--- src/bfrm_pkg.sv ---
// Shared constants, state codes and controller/datapath bundles for the running-mean queue.
`timescale 1ns / 1ps

package bfrm_pkg;

  localparam int unsigned MAX_DEPTH_DEF = 8;

  localparam int unsigned WIN_W     = 4;
  localparam int unsigned TAG_W     = 16;
  localparam int unsigned VAL_W     = 9;
  localparam int unsigned CNT_OUT_W = 4;

  localparam logic [WIN_W-1:0] WINDOW_RESET = 4'd5;

  localparam logic REQ_INSERT = 1'b0;
  localparam logic REQ_REMOVE = 1'b1;

  localparam logic STATUS_OK    = 1'b0;
  localparam logic STATUS_EMPTY = 1'b1;

  typedef enum logic [3:0] {
    S_IDLE,
    S_INS_CHK,
    S_INS_DROP,
    S_APPEND,
    S_DIV_GO,
    S_DIV_WAIT,
    S_RM_CHK,
    S_RM_POP,
    S_FINISH
  } state_e;

  // Commands from the controller to the datapath.
  typedef struct packed {
    logic latch;
    logic drop;
    logic capture;
    logic append;
    logic div_start;
    logic set_err;
    logic load_out;
  } cmd_t;

  // Status from the datapath to the controller.
  typedef struct packed {
    logic req_remove;
    logic need_evict;
    logic empty;
    logic div_done;
    logic out_free;
  } stat_t;

endpackage

--- src/bfrm_in_if.sv ---
// Request channel: valid/ready handshake with the insert/remove word.
`timescale 1ns / 1ps

interface bfrm_in_if;
  logic                        valid;
  logic                        ready;
  logic                        req_type;
  logic [bfrm_pkg::TAG_W-1:0]  entry_tag;
  logic [bfrm_pkg::VAL_W-1:0]  height;

  modport source (output valid, output req_type, output entry_tag, output height,
                  input ready);
  modport sink   (input valid, input req_type, input entry_tag, input height,
                  output ready);
endinterface

--- src/bfrm_out_if.sv ---
// Result channel: valid/ready handshake with the status and result word.
`timescale 1ns / 1ps

interface bfrm_out_if;
  logic                            valid;
  logic                            ready;
  logic                            status;
  logic [bfrm_pkg::VAL_W-1:0]      mean_height;
  logic [bfrm_pkg::TAG_W-1:0]      removed_tag;
  logic [bfrm_pkg::VAL_W-1:0]      removed_height;
  logic [bfrm_pkg::CNT_OUT_W-1:0]  queue_count;

  modport source (output valid, output status, output mean_height, output removed_tag,
                  output removed_height, output queue_count, input ready);
  modport sink   (input valid, input status, input mean_height, input removed_tag,
                  input removed_height, input queue_count, output ready);
endinterface

--- src/bfrm_ram.sv ---
// Generic single-write, single-read RAM with registered read data.
`timescale 1ns / 1ps

module bfrm_ram #(
  parameter int unsigned WIDTH = 8,
  parameter int unsigned DEPTH = 8,
  localparam int unsigned AW   = (DEPTH > 1) ? $clog2(DEPTH) : 1
) (
  input  logic             clk_i,
  input  logic             we_i,
  input  logic [AW-1:0]    waddr_i,
  input  logic [WIDTH-1:0] wdata_i,
  input  logic [AW-1:0]    raddr_i,
  output logic [WIDTH-1:0] rdata_o
);

  logic [WIDTH-1:0] mem_q [DEPTH];
  logic [WIDTH-1:0] rdata_q;

  always_ff @(posedge clk_i) begin
    if (we_i) begin
      mem_q[waddr_i] <= wdata_i;
    end
    rdata_q <= mem_q[raddr_i];
  end

  assign rdata_o = rdata_q;

endmodule

--- src/bfrm_div.sv ---
// Restoring divider, one quotient bit per cycle, for a quotient known to fit QUO_W bits.
`timescale 1ns / 1ps

module bfrm_div #(
  parameter int unsigned NUM_W = 14,
  parameter int unsigned DEN_W = 5,
  parameter int unsigned QUO_W = 9
) (
  input  logic             clk_i,
  input  logic             rst_ni,
  input  logic             start_i,
  input  logic [NUM_W-1:0] num_i,
  input  logic [DEN_W-1:0] den_i,
  output logic             done_o,
  output logic [QUO_W-1:0] quo_o
);

  localparam int unsigned REM_W  = (NUM_W > DEN_W + QUO_W) ? NUM_W : DEN_W + QUO_W;
  localparam int unsigned STEP_W = $clog2(QUO_W + 1);

  logic [REM_W-1:0]  rem_q, rem_d;
  logic [REM_W-1:0]  dsh_q, dsh_d;
  logic [QUO_W-1:0]  quo_q, quo_d;
  logic [STEP_W-1:0] step_q, step_d;
  logic              busy_q, busy_d;
  logic              done_q, done_d;
  logic              fits;

  assign fits = (rem_q >= dsh_q);

  always_comb begin
    rem_d  = rem_q;
    dsh_d  = dsh_q;
    quo_d  = quo_q;
    step_d = step_q;
    busy_d = busy_q;
    done_d = 1'b0;
    if (start_i) begin
      rem_d  = REM_W'(num_i);
      dsh_d  = REM_W'(den_i) << (QUO_W - 1);
      quo_d  = '0;
      step_d = STEP_W'(QUO_W);
      busy_d = 1'b1;
    end else if (busy_q) begin
      if (fits) begin
        rem_d = rem_q - dsh_q;
      end
      quo_d  = {quo_q[QUO_W-2:0], fits};
      dsh_d  = dsh_q >> 1;
      step_d = step_q - STEP_W'(1);
      // last quotient bit lands now
      if (step_q == STEP_W'(1)) begin
        busy_d = 1'b0;
        done_d = 1'b1;
      end
    end
  end

  always_ff @(posedge clk_i or negedge rst_ni) begin
    if (!rst_ni) begin
      busy_q <= 1'b0;
      done_q <= 1'b0;
      step_q <= '0;
    end else begin
      busy_q <= busy_d;
      done_q <= done_d;
      step_q <= step_d;
    end
  end

  always_ff @(posedge clk_i) begin
    rem_q <= rem_d;
    dsh_q <= dsh_d;
    quo_q <= quo_d;
  end

  assign done_o = done_q;
  assign quo_o  = quo_q;

  a_no_restart: assert property (@(posedge clk_i) disable iff (!rst_ni)
    start_i |-> !busy_q)
    else $error("divider restarted while busy");

endmodule

--- src/bfrm_ctrl.sv ---
// Sequencer for insert, evict, remove and result hand-off.
`timescale 1ns / 1ps

module bfrm_ctrl (
  input  logic            clk_i,
  input  logic            rst_ni,
  input  logic            in_valid_i,
  input  bfrm_pkg::stat_t stat_i,
  output logic            in_ready_o,
  output bfrm_pkg::cmd_t  cmd_o
);

  bfrm_pkg::state_e state_q, state_d;

  always_comb begin
    state_d = state_q;
    unique case (state_q)
      bfrm_pkg::S_IDLE: begin
        if (in_valid_i) begin
          state_d = stat_i.req_remove ? bfrm_pkg::S_RM_CHK : bfrm_pkg::S_INS_CHK;
        end
      end
      bfrm_pkg::S_INS_CHK: begin
        state_d = stat_i.need_evict ? bfrm_pkg::S_INS_DROP : bfrm_pkg::S_APPEND;
      end
      bfrm_pkg::S_INS_DROP: state_d = bfrm_pkg::S_INS_CHK;
      bfrm_pkg::S_APPEND:   state_d = bfrm_pkg::S_DIV_GO;
      bfrm_pkg::S_DIV_GO:   state_d = bfrm_pkg::S_DIV_WAIT;
      bfrm_pkg::S_DIV_WAIT: begin
        if (stat_i.div_done) begin
          state_d = bfrm_pkg::S_FINISH;
        end
      end
      bfrm_pkg::S_RM_CHK: begin
        state_d = stat_i.empty ? bfrm_pkg::S_FINISH : bfrm_pkg::S_RM_POP;
      end
      bfrm_pkg::S_RM_POP: state_d = bfrm_pkg::S_FINISH;
      bfrm_pkg::S_FINISH: begin
        if (stat_i.out_free) begin
          state_d = bfrm_pkg::S_IDLE;
        end
      end
      default: state_d = bfrm_pkg::S_IDLE;
    endcase
  end

  always_comb begin
    cmd_o      = '0;
    in_ready_o = 1'b0;
    unique case (state_q)
      bfrm_pkg::S_IDLE: begin
        in_ready_o  = 1'b1;
        cmd_o.latch = in_valid_i;
      end
      bfrm_pkg::S_INS_DROP: cmd_o.drop      = 1'b1;
      bfrm_pkg::S_APPEND:   cmd_o.append    = 1'b1;
      bfrm_pkg::S_DIV_GO:   cmd_o.div_start = 1'b1;
      bfrm_pkg::S_RM_CHK:   cmd_o.set_err   = stat_i.empty;
      bfrm_pkg::S_RM_POP: begin
        cmd_o.drop    = 1'b1;
        cmd_o.capture = 1'b1;
      end
      bfrm_pkg::S_FINISH:   cmd_o.load_out  = stat_i.out_free;
      default: begin
        cmd_o      = '0;
        in_ready_o = 1'b0;
      end
    endcase
  end

  always_ff @(posedge clk_i or negedge rst_ni) begin
    if (!rst_ni) begin
      state_q <= bfrm_pkg::S_IDLE;
    end else begin
      state_q <= state_d;
    end
  end

  a_load_returns_idle: assert property (@(posedge clk_i) disable iff (!rst_ni)
    cmd_o.load_out |=> state_q == bfrm_pkg::S_IDLE)
    else $error("result loaded without returning to idle");

endmodule

--- src/bfrm_dp.sv ---
// Datapath: window register, queue pointers, running sum, entry RAM, divider, result register.
`timescale 1ns / 1ps

module bfrm_dp #(
  parameter int unsigned MAX_DEPTH = bfrm_pkg::MAX_DEPTH_DEF
) (
  input  logic                             clk_i,
  input  logic                             rst_ni,
  input  logic                             cfg_we_i,
  input  logic [bfrm_pkg::WIN_W-1:0]       cfg_wdata_i,
  input  logic                             req_type_i,
  input  logic [bfrm_pkg::TAG_W-1:0]       entry_tag_i,
  input  logic [bfrm_pkg::VAL_W-1:0]       height_i,
  input  bfrm_pkg::cmd_t                   cmd_i,
  output bfrm_pkg::stat_t                  stat_o,
  input  logic                             out_ready_i,
  output logic                             out_valid_o,
  output logic                             status_o,
  output logic [bfrm_pkg::VAL_W-1:0]       mean_height_o,
  output logic [bfrm_pkg::TAG_W-1:0]       removed_tag_o,
  output logic [bfrm_pkg::VAL_W-1:0]       removed_height_o,
  output logic [bfrm_pkg::CNT_OUT_W-1:0]   queue_count_o
);

  localparam int unsigned TAG_W = bfrm_pkg::TAG_W;
  localparam int unsigned VAL_W = bfrm_pkg::VAL_W;
  localparam int unsigned WIN_W = bfrm_pkg::WIN_W;
  localparam int unsigned IDX_W = $clog2(MAX_DEPTH);
  localparam int unsigned PTR_W = IDX_W + 1;
  localparam int unsigned CNT_W = $clog2(MAX_DEPTH + 1);
  localparam int unsigned CAP_W = (CNT_W > WIN_W) ? CNT_W : WIN_W;
  localparam int unsigned SUM_W = VAL_W + CNT_W;
  localparam int unsigned NUM_W = SUM_W + 2;
  localparam int unsigned DEN_W = CNT_W + 1;
  localparam int unsigned ENT_W = TAG_W + VAL_W;

  logic [WIN_W-1:0] window_q, window_d;
  logic [IDX_W-1:0] head_q, head_d;
  logic [CNT_W-1:0] count_q, count_d;
  logic [SUM_W-1:0] sum_q, sum_d;

  logic [TAG_W-1:0] in_tag_q;
  logic [VAL_W-1:0] in_val_q;

  logic             res_status_q;
  logic [VAL_W-1:0] res_mean_q;
  logic [TAG_W-1:0] res_tag_q;
  logic [VAL_W-1:0] res_val_q;

  logic                 out_valid_q, out_valid_d;
  logic                 out_status_q;
  logic [VAL_W-1:0]     out_mean_q;
  logic [TAG_W-1:0]     out_tag_q;
  logic [VAL_W-1:0]     out_val_q;
  logic [bfrm_pkg::CNT_OUT_W-1:0] out_count_q;

  logic [ENT_W-1:0] rd_entry;
  logic [VAL_W-1:0] rd_val;
  logic [TAG_W-1:0] rd_tag;
  logic [PTR_W-1:0] tail_sum;
  logic [IDX_W-1:0] tail_idx;
  logic [IDX_W-1:0] head_inc;
  logic [CAP_W-1:0] win_ext;
  logic [CAP_W-1:0] cap;
  logic             need_evict;
  logic             div_done;
  logic [VAL_W-1:0] div_quo;
  logic [NUM_W-1:0] div_num;
  logic [DEN_W-1:0] div_den;

  assign rd_val = rd_entry[VAL_W-1:0];
  assign rd_tag = rd_entry[ENT_W-1:VAL_W];

  // tail = (head + count) mod depth, the sum stays below twice the depth
  assign tail_sum = PTR_W'(head_q) + PTR_W'(count_q);
  assign tail_idx = (tail_sum >= PTR_W'(MAX_DEPTH)) ? IDX_W'(tail_sum - PTR_W'(MAX_DEPTH))
                                                   : IDX_W'(tail_sum);
  assign head_inc = (head_q == IDX_W'(MAX_DEPTH - 1)) ? '0 : head_q + IDX_W'(1);

  // clamp the window to 1..MAX_DEPTH
  assign win_ext = CAP_W'(window_q);
  always_comb begin
    priority if (win_ext == '0) begin
      cap = CAP_W'(1);
    end else if (win_ext > CAP_W'(MAX_DEPTH)) begin
      cap = CAP_W'(MAX_DEPTH);
    end else begin
      cap = win_ext;
    end
  end

  assign need_evict = (CAP_W'(count_q) >= cap);

  assign div_num = NUM_W'({sum_q, 1'b0}) + NUM_W'(count_q);
  assign div_den = DEN_W'({count_q, 1'b0});

  always_comb begin
    window_d = cfg_we_i ? cfg_wdata_i : window_q;
    head_d   = head_q;
    count_d  = count_q;
    sum_d    = sum_q;
    if (cmd_i.drop) begin
      head_d  = head_inc;
      count_d = count_q - CNT_W'(1);
      sum_d   = sum_q - SUM_W'(rd_val);
    end else if (cmd_i.append) begin
      count_d = count_q + CNT_W'(1);
      sum_d   = sum_q + SUM_W'(in_val_q);
    end
  end

  always_comb begin
    out_valid_d = out_valid_q;
    if (cmd_i.load_out) begin
      out_valid_d = 1'b1;
    end else if (out_ready_i) begin
      out_valid_d = 1'b0;
    end
  end

  always_ff @(posedge clk_i or negedge rst_ni) begin
    if (!rst_ni) begin
      window_q    <= bfrm_pkg::WINDOW_RESET;
      head_q      <= '0;
      count_q     <= '0;
      sum_q       <= '0;
      out_valid_q <= 1'b0;
    end else begin
      window_q    <= window_d;
      head_q      <= head_d;
      count_q     <= count_d;
      sum_q       <= sum_d;
      out_valid_q <= out_valid_d;
    end
  end

  always_ff @(posedge clk_i) begin
    if (cmd_i.latch) begin
      in_tag_q     <= entry_tag_i;
      in_val_q     <= height_i;
      res_status_q <= bfrm_pkg::STATUS_OK;
      res_mean_q   <= '0;
      res_tag_q    <= '0;
      res_val_q    <= '0;
    end
    if (cmd_i.set_err) begin
      res_status_q <= bfrm_pkg::STATUS_EMPTY;
    end
    if (cmd_i.capture) begin
      res_tag_q <= rd_tag;
      res_val_q <= rd_val;
    end
    if (div_done) begin
      res_mean_q <= div_quo;
    end
    if (cmd_i.load_out) begin
      out_status_q <= res_status_q;
      out_mean_q   <= res_mean_q;
      out_tag_q    <= res_tag_q;
      out_val_q    <= res_val_q;
      out_count_q  <= bfrm_pkg::CNT_OUT_W'(count_q);
    end
  end

  bfrm_ram #(
    .WIDTH (ENT_W),
    .DEPTH (MAX_DEPTH)
  ) u_ram (
    .clk_i   (clk_i),
    .we_i    (cmd_i.append),
    .waddr_i (tail_idx),
    .wdata_i ({in_tag_q, in_val_q}),
    .raddr_i (head_q),
    .rdata_o (rd_entry)
  );

  bfrm_div #(
    .NUM_W (NUM_W),
    .DEN_W (DEN_W),
    .QUO_W (VAL_W)
  ) u_div (
    .clk_i   (clk_i),
    .rst_ni  (rst_ni),
    .start_i (cmd_i.div_start),
    .num_i   (div_num),
    .den_i   (div_den),
    .done_o  (div_done),
    .quo_o   (div_quo)
  );

  assign stat_o.req_remove = (req_type_i == bfrm_pkg::REQ_REMOVE);
  assign stat_o.need_evict = need_evict;
  assign stat_o.empty      = (count_q == '0);
  assign stat_o.div_done   = div_done;
  assign stat_o.out_free   = !out_valid_q || out_ready_i;

  assign out_valid_o      = out_valid_q;
  assign status_o         = out_status_q;
  assign mean_height_o    = out_mean_q;
  assign removed_tag_o    = out_tag_q;
  assign removed_height_o = out_val_q;
  assign queue_count_o    = out_count_q;

  a_count_bound: assert property (@(posedge clk_i) disable iff (!rst_ni)
    count_q <= CNT_W'(MAX_DEPTH))
    else $error("entry count above depth");

  a_append_has_room: assert property (@(posedge clk_i) disable iff (!rst_ni)
    cmd_i.append |-> !need_evict)
    else $error("append into a full window");

  a_drop_nonempty: assert property (@(posedge clk_i) disable iff (!rst_ni)
    cmd_i.drop |-> count_q != '0 ##1 count_q == $past(count_q) - CNT_W'(1))
    else $error("drop from empty queue or count not decremented");

endmodule

--- src/bounded_fifo_running_mean_top.sv ---
// Top level of the bounded queue with running rounded mean.
//
//   port         dir   handshake            word
//   in_i         in    valid/ready          req_type, entry_tag, height
//   out_o        out   valid/ready          status, mean_height, removed_tag,
//                                           removed_height, queue_count
//   cfg_*_i      in    write enable only    window_size (4 bits)
//
// One word at a time. Remove: empty check, then a pop to the result register
// (no pop on an empty queue). Insert: evictions while full, each a RAM read then
// a sum update; append; the bit-serial divider for the mean; the result register.
// Reset clears pointers, count, sum and sets window_size to 5; the entry RAM
// is not cleared. A stalled result holds in the output register while the
// next word is accepted and worked on; it waits only at hand-off.
`timescale 1ns / 1ps

module bounded_fifo_running_mean_top #(
  parameter int unsigned MAX_DEPTH = bfrm_pkg::MAX_DEPTH_DEF
) (
  input  logic                        clk_i,
  input  logic                        rst_ni,
  input  logic                        cfg_we_i,
  input  logic [bfrm_pkg::WIN_W-1:0]  cfg_wdata_i,
  bfrm_in_if.sink                     in_i,
  bfrm_out_if.source                  out_o
);

  bfrm_pkg::cmd_t  cmd;
  bfrm_pkg::stat_t stat;

  bfrm_ctrl u_ctrl (
    .clk_i      (clk_i),
    .rst_ni     (rst_ni),
    .in_valid_i (in_i.valid),
    .stat_i     (stat),
    .in_ready_o (in_i.ready),
    .cmd_o      (cmd)
  );

  bfrm_dp #(
    .MAX_DEPTH (MAX_DEPTH)
  ) u_dp (
    .clk_i            (clk_i),
    .rst_ni           (rst_ni),
    .cfg_we_i         (cfg_we_i),
    .cfg_wdata_i      (cfg_wdata_i),
    .req_type_i       (in_i.req_type),
    .entry_tag_i      (in_i.entry_tag),
    .height_i         (in_i.height),
    .cmd_i            (cmd),
    .stat_o           (stat),
    .out_ready_i      (out_o.ready),
    .out_valid_o      (out_o.valid),
    .status_o         (out_o.status),
    .mean_height_o    (out_o.mean_height),
    .removed_tag_o    (out_o.removed_tag),
    .removed_height_o (out_o.removed_height),
    .queue_count_o    (out_o.queue_count)
  );

endmodule
--- src/flat_wrapper.sv ---
// flat-port wrapper written by rule: the top's interface ports become plain ports
module bounded_fifo_running_mean_top_flat 
#(
  parameter int unsigned MAX_DEPTH = bfrm_pkg::MAX_DEPTH_DEF
)
  (clk_i, rst_ni, cfg_we_i, cfg_wdata_i, in_i_valid, in_i_req_type, in_i_entry_tag, in_i_height, in_i_ready, out_o_valid, out_o_status, out_o_mean_height, out_o_removed_tag, out_o_removed_height, out_o_queue_count, out_o_ready);
  bfrm_in_if in_i_i ();
  bfrm_out_if out_o_i ();
  input  logic clk_i;
  input  logic rst_ni;
  input  logic cfg_we_i;
  input  logic [bfrm_pkg::WIN_W-1:0] cfg_wdata_i;
  input wire logic [$bits(in_i_i.valid)-1:0] in_i_valid;
  input wire logic [$bits(in_i_i.req_type)-1:0] in_i_req_type;
  input wire logic [$bits(in_i_i.entry_tag)-1:0] in_i_entry_tag;
  input wire logic [$bits(in_i_i.height)-1:0] in_i_height;
  output wire logic [$bits(in_i_i.ready)-1:0] in_i_ready;
  output wire logic [$bits(out_o_i.valid)-1:0] out_o_valid;
  output wire logic [$bits(out_o_i.status)-1:0] out_o_status;
  output wire logic [$bits(out_o_i.mean_height)-1:0] out_o_mean_height;
  output wire logic [$bits(out_o_i.removed_tag)-1:0] out_o_removed_tag;
  output wire logic [$bits(out_o_i.removed_height)-1:0] out_o_removed_height;
  output wire logic [$bits(out_o_i.queue_count)-1:0] out_o_queue_count;
  input wire logic [$bits(out_o_i.ready)-1:0] out_o_ready;
  assign in_i_i.valid = in_i_valid;
  assign in_i_i.req_type = in_i_req_type;
  assign in_i_i.entry_tag = in_i_entry_tag;
  assign in_i_i.height = in_i_height;
  assign in_i_ready = in_i_i.ready;
  assign out_o_valid = out_o_i.valid;
  assign out_o_status = out_o_i.status;
  assign out_o_mean_height = out_o_i.mean_height;
  assign out_o_removed_tag = out_o_i.removed_tag;
  assign out_o_removed_height = out_o_i.removed_height;
  assign out_o_queue_count = out_o_i.queue_count;
  assign out_o_i.ready = out_o_ready;
  bounded_fifo_running_mean_top #(.MAX_DEPTH(MAX_DEPTH)) u_core (.clk_i(clk_i), .rst_ni(rst_ni), .cfg_we_i(cfg_we_i), .cfg_wdata_i(cfg_wdata_i), .in_i(in_i_i), .out_o(out_o_i));
endmodule
--- config.mk ---
export PLATFORM = sky130hd
export DESIGN_NAME = bounded_fifo_running_mean_top_flat
export DESIGN_NICKNAME = d
export VERILOG_FILES = /design/src/bfrm_pkg.sv /design/src/bfrm_in_if.sv /design/src/bfrm_out_if.sv /design/src/bfrm_ram.sv /design/src/bfrm_div.sv /design/src/bfrm_ctrl.sv /design/src/bfrm_dp.sv /design/src/bounded_fifo_running_mean_top.sv /design/src/flat_wrapper.sv
export SDC_FILE = /design/constraint.sdc
export NUM_CORES = 1
export LEC_CHECK = 0
export ABC_CLOCK_PERIOD_IN_PS = 4000
export BUFFER_PORTS_ARGS = -buffer_cell sky130_fd_sc_hd__buf_2
export CORE_MARGIN = 3
export CORE_UTILIZATION = 50
export DETAILED_ROUTE_END_ITERATION = 10
export MAX_ROUTING_LAYER = met4
export PLACE_DENSITY = 0.7
export RECOVER_POWER = 100
export SYNTH_ARGS = -nofsm -noshare
export SYNTH_HDL_FRONTEND = slang
export SYNTH_SLANG_ARGS = --single-unit
--- constraint.sdc ---
create_clock -name clk_i -period 4 [get_ports clk_i]
set_input_delay 1.2 -clock clk_i [delete_from_list [all_inputs] [get_ports clk_i]]
set_output_delay 1.2 -clock clk_i [all_outputs]
set_load 0.005 [all_outputs]
==> impl_metrics.toml <==
[power]
leakage_nw = 6.572
power_w = 0.01485
clkPwrFrac = 0.256
swShare = 0.3277
p_sw_w = 0.004868
pwr-share-seq = 0.419
p_comb_frac = 0.325
intPower_w = 0.009986
power_density_nw_per_um2 = 805.4
vdd_drop_max_uv = 610.1

[final_layout]
finish.utilization = 0.5800
nNetsFinal = 1207
final_layout_size_suffix_gt1_frac = 0.1741
syn2layout_area_growth_pct = 13.65

[drt]
dr.pass1.iters = 5
drt_wl_total_mm = 30.55
via_per_inst = 5.395
antenna_left = 0
drt_iter0_drc = 575
post_drt_wl_per_cell_um = 19.14
route.detailed.drc = 0
vias = 8610

[min_path]
hp-class = "reg2reg"

[yosys]
yosys.cell_count.top_type = "edfxtp_1"
synth_cell_types = 64
avgSynthCellArea_um2 = 15.80
yosys_warnings = 0
synth_top_area_share = 0.5865
synth_area_um2 = 16230
synth.largest_area_cell = "edfxtp_1"
synthCells = 1027
async_flop_share = 0.08838
seq_area_frac_synth = 0.6949
netlist_top_cells_count = "edfxtp_1 (317), nand2_1 (64), nor2_1 (64)"
synth_nets = 1107
synth-seq-cells = 396
synth_edf_count = 317
synth_flop_cell = "edfxtp_1"
synth_area_leaders = "edfxtp_1 (59%), mux4_2 (6.9%), dfxtp_1 (5.4%)"

[die]
fp.dieH_um = 186.2
io_pins = 76
fp.dieW_um = 186.2
start_util = 0.5104
row_count = 65
dieArea_um2 = 34660
coreArea_um2 = 31800

[clocking]
cts_buffers = 41
htreeDepth = 2
post_cts_buffers = 0
clk_latency_ns = 0.55
clk_pin_slew_worst_paths_ns = 0.06
cts_sinks = 396
root_buffer = "clkbuf_16"
cts_hold_buf = 0
cts.repair.resized = 0
cts_tree = "done"
clock_path_buffers = 3

[global_route]
grt_pass1_wl_mm = 47.91
grt_remaining_overflow = 0
grt_start_max_net_pins = 54
antenna_found_initial = 1
track_usage = 0.1858
first_global_vias = 8649

[worst_setup_path]
path_max_fanout = 13
critPathRequiredTime_ns = 4.42
cp-end-kind = "flip-flop"
worst-setup-path-type = "reg2reg"
cp.arrival_ns = 3.99
start_kind = "flip-flop"

[sta]
slew_violations = 326
clock-skew-final_ns = 0.02154
layout_min_cycle_time_ns = 3.576
setup_viol = 0
clock.fmax_mhz = 279.7
rsz0062_at_grt = "false"
finalHoldViolations = 0
min_period_over_period = 0.8939
tns_ns = 0
fin_hold_ws_ns = 0.4159
maxSlewHeadroom = -0.3665
tightestPinTransition_ns = 2.050

[placement]
place_congestion = 0.8575
hpwl_mm = 18.67
portBuffers = 75

[status]
outcome = "finished with violations"
violations = "capacitance limit, slew limit"

[run]
drv_cap = 11
## final cells by class
class / instances / area (µm²)
diodes: 1 / 2.502
well taps: 435 / 544.3
inverters: 33 / 123.9
clock buffers: 57 / 1156
multi-input cells: 558 / 4674
repair buffers: 97 / 429.2
clock inverters: 19 / 230.2
flip-flops and latches: 396 / 11280
fillers: 2412 / 13360
## critical path, cell delays in order (launching register included)
cell and delay (ns):
dfrtp_1 0.51, nor2b_1 0.23, or3_1 0.44, inv_1 0.13
nand2_1 0.06, o21ai_0 0.07, ha_1 0.21, inv_1 0.06
fa_1 0.42, a211oi_1 0.30, o21a_1 0.20, o31ai_1 0.12
o31ai_1 0.28, xor2_1 0.18, nor2_1 0.06, xor2_1 0.17
## state kept, by name, indices dropped and copies added, names as in the netlist, 3 cells and up
name / flops
u_core.u_dp.win_ext: 4
u_core.u_dp.u_ram.mem_q: 200
u_core.u_ctrl.state_q: 4
u_core.u_dp.u_ram.rdata_o: 25
u_core.u_dp.res_tag_q: 16
u_core.u_dp.u_div.step_q: 4
u_core.u_dp.res_mean_q: 9
u_core.u_dp.u_div.quo_o: 9
u_core.u_dp.head_q: 3
u_core.u_dp.mean_height_o: 9
u_core.u_dp.sum_q: 13
u_core.u_dp.res_val_q: 9
u_core.u_dp.u_div.dsh_q: 13
u_core.u_dp.u_div.rem_q: 15
u_core.u_dp.removed_height_o: 9
u_core.u_dp.in_tag_q: 16
u_core.u_dp.queue_count_o: 4
u_core.u_dp.in_val_q: 9
u_core.u_dp.count_q: 4
u_core.u_dp.removed_tag_o: 16
## metal layers
metal  up-vias  global-route usage  part of all wire
met1      4225              0.2662              0.46
li1       4073                   -                 -
met4         0             0.05630             0.025
met5         -                   -                 0
met2       255              0.2771              0.46
met3        57             0.03151             0.055
## cell usage in the layout, fill, tap and decap left out, types with 24 or more instances in the layout
cell	instances
inv_1	33
nor2_1	60
dfrtp_1	31
a21oi_1	24
clkbuf_16	41
edfxtp_1	317
buf_2	33
mux4_2	50
clkbuf_1	64
dfxtp_1	44
nand2_1	64
o21ai_0	44
mux2_2	28
ha_1	40
## final timing paths
| path | start | endpoint | slack [ns] | cells past startpoint |
|---|---|---|---|---|
| min reg2reg | u_core.u_dp.res_val_q[2] | u_core.u_dp.removed_height_o[2] | 0.42 | 0 |
| max | u_core.u_ctrl.state_q[2] | u_core.u_dp.sum_q[12] | 0.42 | 15 |
| max in group asynchronous | rst_ni | u_core.u_dp.head_q[0] | 1.36 | 1 |
| max reg2reg | u_core.u_ctrl.state_q[2] | u_core.u_dp.sum_q[12] | 0.42 | 15 |
| min in group asynchronous | rst_ni | u_core.u_dp.sum_q[10] | 1.22 | 1 |
| min | u_core.u_dp.res_val_q[2] | u_core.u_dp.removed_height_o[2] | 0.42 | 0 |
## stage by stage
step,setup WS (ns),std cells,area [µm²]
detailed placement,0.5115,1519,17190
CTS,0.4563,1595,18580
floorplan,0.2878,1027,16230
global route,0.1552,1596,18440
finish,0.4243,1596,18440
global placement,0.5529,1519,17190
## cell families after synthesis
kind of cell    count (synthesis)  synth area share
buf+inv                        73           0.01796
fa+ha+maj                      45           0.03701
xor+xnor                       41           0.02213
flops                         396            0.6949
mux                            99            0.1019
simple gates                  238           0.07093
compound gates                135           0.05512
## power by group through the flow
stage	logic (W)	clock network, W	registers [W]
5_1_grt	0.00541	0.00408	0.00633
6_report	0.00483	0.00380	0.00623
4_1_cts	0.00492	0.00389	0.00621
3_5_place_dp	0.00488	0	0.00629
2_1_floorplan	0.00381	0	0.00603
3_3_place_gp	0.00479	0	0.00625
Power figures use the tool's default switching activity.
